$ cat config.mk
export PLATFORM = sky130hd
export DESIGN_NAME = sip_queue
export DESIGN_NICKNAME = d
export VERILOG_FILES = /design/src/hdl/sip_queue.sv
export SDC_FILE = /design/constraint.sdc
export NUM_CORES = 1
export LEC_CHECK = 0
export ABC_AREA = 1
export BUFFER_PORTS_ARGS = -buffer_cell sky130_fd_sc_hd__buf_2
export CAP_MARGIN = 20
export CELL_PAD_IN_SITES_DETAIL_PLACEMENT = 0
export CELL_PAD_IN_SITES_GLOBAL_PLACEMENT = 1
export CORE_MARGIN = 2
export CORE_UTILIZATION = 50
export CTS_BUF_LIST = sky130_fd_sc_hd__clkbuf_8
export CTS_CLUSTER_DIAMETER = 60
export DETAILED_ROUTE_END_ITERATION = 10
export MAX_ROUTING_LAYER = met4
export PLACE_DENSITY = 0.85
export REMOVE_ABC_BUFFERS = 1
export SYNTH_ARGS = -nofsm -noshare
export SYNTH_HDL_FRONTEND = slang
export SYNTH_SLANG_ARGS = --single-unit
$ cat constraint.sdc
create_clock -name aclk -period 4.3 [get_ports aclk]
set_input_delay 0.645 -clock aclk [delete_from_list [all_inputs] [get_ports aclk]]
set_output_delay 0.645 -clock aclk [all_outputs]
set_load 0.005 [all_outputs]
$ cat src/hdl/sip_queue.sv
`timescale 1ns / 1ps
`default_nettype none
// ----------------------------------------------------------------------------
// sip_queue
// Short register queue that decouples the front from the back.
// ----------------------------------------------------------------------------
module sip_queue #(
    parameter int WIDTH = 8,
    parameter int DEPTH = 4
) (
    input  wire logic             aclk,
    input  wire logic             aresetn,
    input  wire logic             in_valid,
    output logic                  in_ready,
    input  wire logic [WIDTH-1:0] in_data,
    output logic                  out_valid,
    input  wire logic             out_ready,
    output logic [WIDTH-1:0]      out_data
);
    localparam int AW = (DEPTH > 1) ? $clog2(DEPTH) : 1;
    localparam int CW = $clog2(DEPTH + 1);

    logic [WIDTH-1:0] mem_reg [0:DEPTH-1];
    logic [AW-1:0]    wr_reg, rd_reg;
    logic [CW-1:0]    count_reg;
    logic             push, pop;

    assign in_ready  = (count_reg != CW'(DEPTH));
    assign out_valid = (count_reg != '0);
    assign push      = in_valid && in_ready;
    assign pop       = out_valid && out_ready;
    assign out_data  = mem_reg[rd_reg];

    // pointers and fill count
    always_ff @(posedge aclk) begin
        if (!aresetn) begin
            wr_reg    <= '0;
            rd_reg    <= '0;
            count_reg <= '0;
        end else begin
            if (push) begin
                wr_reg <= (wr_reg == AW'(DEPTH - 1)) ? '0 : wr_reg + 1'b1;
            end
            if (pop) begin
                rd_reg <= (rd_reg == AW'(DEPTH - 1)) ? '0 : rd_reg + 1'b1;
            end
            if (push && !pop) begin
                count_reg <= count_reg + 1'b1;
            end else if (pop && !push) begin
                count_reg <= count_reg - 1'b1;
            end
        end
    end

    // storage
    always_ff @(posedge aclk) begin
        if (push) begin
            mem_reg[wr_reg] <= in_data;
        end
    end

endmodule
`default_nettype wire

======== Yosys cells after proc, flatten, opt, wreduce, memory -nomap -nowiden ========
Memories as Yosys holds them, arrays and structs flattened. A register that Yosys moved wholly into a read port is not among the register bits.
Cells that the tools add are included.
word-level totals
  bits in registers ....................... 7
  RAM bits ................................ 32
  input bits .............................. 12
  output and inout bits ................... 10
  word-level logic and storage cells ...... 27
  memories kept ........................... 1
cells by class
  add/sub/neg operators ................... 4
  equality and inequality tests ........... 3
  multiplexer cells ....................... 8
  reduce and logical (&&, ||, !) cells .... 8
memory list
  name     depth  width  read ports  clocked after Yosys merged registers in  write ports  line  RTL
  mem_reg  4      8      1           1                                        1            23    logic [WIDTH-1:0] mem_reg [0:DEPTH-1];
operator list
  cell                   number
  $mux W2                4
  $mux W3                2
  $add A2 B1 Y2 const B  2
  $eq A2 B2 Y1 const B   2
  $logic_and A1 B1 Y1    4
  $add A3 B1 Y3 const B  1
  $ne A3 B3 Y1 const B   1
  $reduce_bool A3 Y1     1
  $sub A3 B1 Y3 const B  1
  $logic_not A1 Y1       2
  $mux W1                2
  $reduce_bool A2 Y1     1

======== Depth between registers and ports, before layout ========
  depth in word-level cells ............... 6
  mapped depth ............................ 13

======== Least setup slack after synthesis ========
Ideal clock, no wire load.
  path type ............................... input -> register
  from .................................... in in_valid
  to ...................................... reg count_reg[1]
  setup time .............................. 116 ps
  arrival time ............................ 1648 ps
  data required time ...................... 4184 ps
  slack ................................... 2537 ps
  stages .................................. 7
  cell sequence ........................... nand2_2 -> inv_1 -> ha_1 -> inv_1 -> fa_1 -> o21ai_0 -> nor2_1
on the way
  longest elaborated chain between the ends .. 4
  elaborated cells between the ends (all ways) .. 6
  those cells by class .................... mux: 1; reduce/logical: 5
ends and longest elaborated chain
  element                              line  RTL
  start: declaration                   13    input wire logic in_valid,
  $logic_and A1 B1 Y1 (*)              30    assign push = in_valid && in_ready;
  via push                             26    logic push, pop;
  $logic_not A1 Y1                     49    end else if (pop && !push) begin
  $logic_and A1 B1 Y1                  49
  $reduce_bool A2 Y1 (no source line)  --
  end signal: assignment               48    count_reg <= count_reg + 1'b1;
  end signal: assignment               50    count_reg <= count_reg - 1'b1;
  end: declaration                     25    logic [CW-1:0] count_reg;
The timed path passes the listed nets; every way through them passes the cells marked *.
A chain may end at the register's enable or synchronous reset.

==> impl_results.md <==
* Leakage power at 0.764 nW
* Die X at ~62 µm
* All-Layer GR Usage at 17.0%
* CTS clk-pin slew, worst paths at 70 ps
* Mapped Cells at 146
* VDD IR max at 0.328 mV
* Post-Place Worst Slack at around 2300 ps
* Pre-antenna DRT Iters at 6
* CP Launch Type: flip-flop
* Clk sink count at 41
* Fin crit period at about 2300 ps
* CTS max path bufs at 2
* Die area at 3860 µm²
* Synth Register Bits at 41
* CP Capture Type: output pin
* RePlAce Congestion at 0.749
* Vias in the first global route at 1055
* Vias/cell at approximately 4.9
* Commonest non-fill, non-tap cells in the layout: nor2_1, edfxtp_1, buf_2
* Overall routed net length at between 2 and 3 mm
* CTS tree: yes
* Max Clock Skew at 2.83 ps
* Die H at 62.1 µm
* Status: finished clean
* Root buf cell: clkbuf_8
* Grt total ovfl at 0
* Syn_area_per_cell at 11.6 µm²
* WL/cell at 13.0 µm
* # DRC at 0
* Async S/R FF share, synth at 0%
* RSZ-0062 raised after global routing: false
* Via Count at 1074
* Worst path required time at around 3700 ps
* Antenna Violating Nets Remaining at 0
* Initial DRC Count at 55
* Post-synthesis sequential area ratio at 67.5%
* H-Tree Depth at 2
* I/O Buffers at 21
* CP Max Fanout at 17
* FMAX at 437 MHz
* Max-cap violations at 0
* Num CTS Buffers at 5
* # diodes at 0
* Yosys cell types at 19
* Hpwl dp at 1.99 mm
* Setup TNS at 0 ps
* Largest net degree at the start of global routing at 18
* Prevailing post-synth register cell: edfxtp_1
* Post-CTS Setup Inserts at 0
* Syn-to-layout area delta at 13.2%
* Worst-margin pin slew at approximately 800 ps
* Fin nets at 191
* HP Class: reg -> reg
* Site Rows at 21
* Initial core utilization at 51.5%
* Crit Path Class: reg -> out
* Synth warnings at 0
* Final hold vios at 0
* CP arrival at 1640 ps
* Max reg flops at 32
* PD cells at 579 nW/µm²
* Slew Limit Headroom at 46.2%
* First-pass GRT wire length at 4.81 mm
* Fin worst setup slack at between 2000 and 2500 ps
* Clk Latency, worst-skew pair at 290 ps
* Number of antenna violations at the first check in global routing at 0
* Num ports at 22
* Post-route clock period utilization at 53.2%
* Final setup vio count at 0
* Number of flops mapped to enable cells by yosys at 32
* Layout cells sized above 1 at around a fifth
* CTS resizes at 0
* Synthesized cell area at 1690 µm²
* Core ar. at 3280 µm²
* Max Transition Viols Final at 0
* Hold_buf cts at 0
## final cells by class
cell class / instances / area [µm²]
fill: 277 / 1370
sequential: 41 / 1140
multi-input combinational: 86 / 463
timing repair buffer: 21 / 105
clock buffer: 5 / 68.8
inverter: 17 / 63.8
tap: 46 / 57.6
clock inverter: 3 / 13.8
## worst max-delay path, stage by stage, from the launching register on
cell	delay (ps)
dfxtp_1	660
inv_2	250
o21ai_0	220
o22ai_1	90
buf_2	130
## where the power goes
| group | switching, mW | internal, mW |
|---|---|---|
| Combinational | 0.196 | 0.132 |
| Clock | 0.125 | 0.110 |
| Sequential | 0.0514 | 0.493 |
## cells by family (layout without fill, tap and decap cells)
family	count (synthesis)	after routing	synth area share (%)
fa+ha+maj	7	7	5.63
flops	41	41	67.5
simple gates	51	51	12.2
buf+inv	19	46	5.11
compound gates	28	28	9.55
## cell usage after synthesis (2+ instances only)
| cell type | number | area share (%) |
|---|---|---|
| a21oi_1 | 2 | 0.59 |
| buf_6 | 2 | 1.3 |
| dfxtp_1 | 9 | 11 |
| edfxtp_1 | 32 | 57 |
| ha_1 | 6 | 4.4 |
| inv_1 | 16 | 3.6 |
| nand2_1 | 13 | 2.9 |
| nand2_2 | 2 | 0.74 |
| nor2_1 | 32 | 7.1 |
| o21ai_0 | 14 | 4.1 |
| o21ai_2 | 3 | 1.6 |
| o22ai_1 | 8 | 3.0 |
## routing by layer
| metal | wire length, µm | GRT usage, % | vias up |
|---|---|---|---|
| met4 | 58 | 8.33 | 0 |
| met3 | 136 | 5.07 | 6 |
| li1 | - | - | 548 |
| met5 | 0 | - | - |
| met2 | 1480 | 29.3 | 22 |
| met1 | 1170 | 17.9 | 498 |
## metrics by stage
step | power [mW] | hold slack [ps] | std cells | area, µm² | utilization [%]
4_1_cts | 1.12 | 527 | 219 | 1910 | 58.2
3_3_place_gp | 0.866 | 511 | 211 | 1830 | 55.7
3_5_place_dp | 0.885 | 517 | 211 | 1830 | 55.7
6_report | 1.11 | 524 | 219 | 1910 | 58.2
5_1_grt | 1.19 | 555 | 219 | 1910 | 58.2
2_1_floorplan | 0.762 | 491 | 144 | 1670 | -
## worst paths after layout
| kind | start | cells after the start | to | slack (ps) |
|---|---|---|---|---|
| worst max register to register | count_reg[1]$_SDFFE_PN0P_ | 9 | count_reg[1]$_SDFFE_PN0P_ | 2490 |
| worst min-delay path | count_reg[0]$_SDFFE_PN0P_ | 2 | count_reg[0]$_SDFFE_PN0P_ | 520 |
| worst min register to register | count_reg[0]$_SDFFE_PN0P_ | 2 | count_reg[0]$_SDFFE_PN0P_ | 520 |
| worst max-delay path | flip-flop | 4 | out_data[3] | 2010 |
Note: power is estimated with default switching activity, not from simulation.
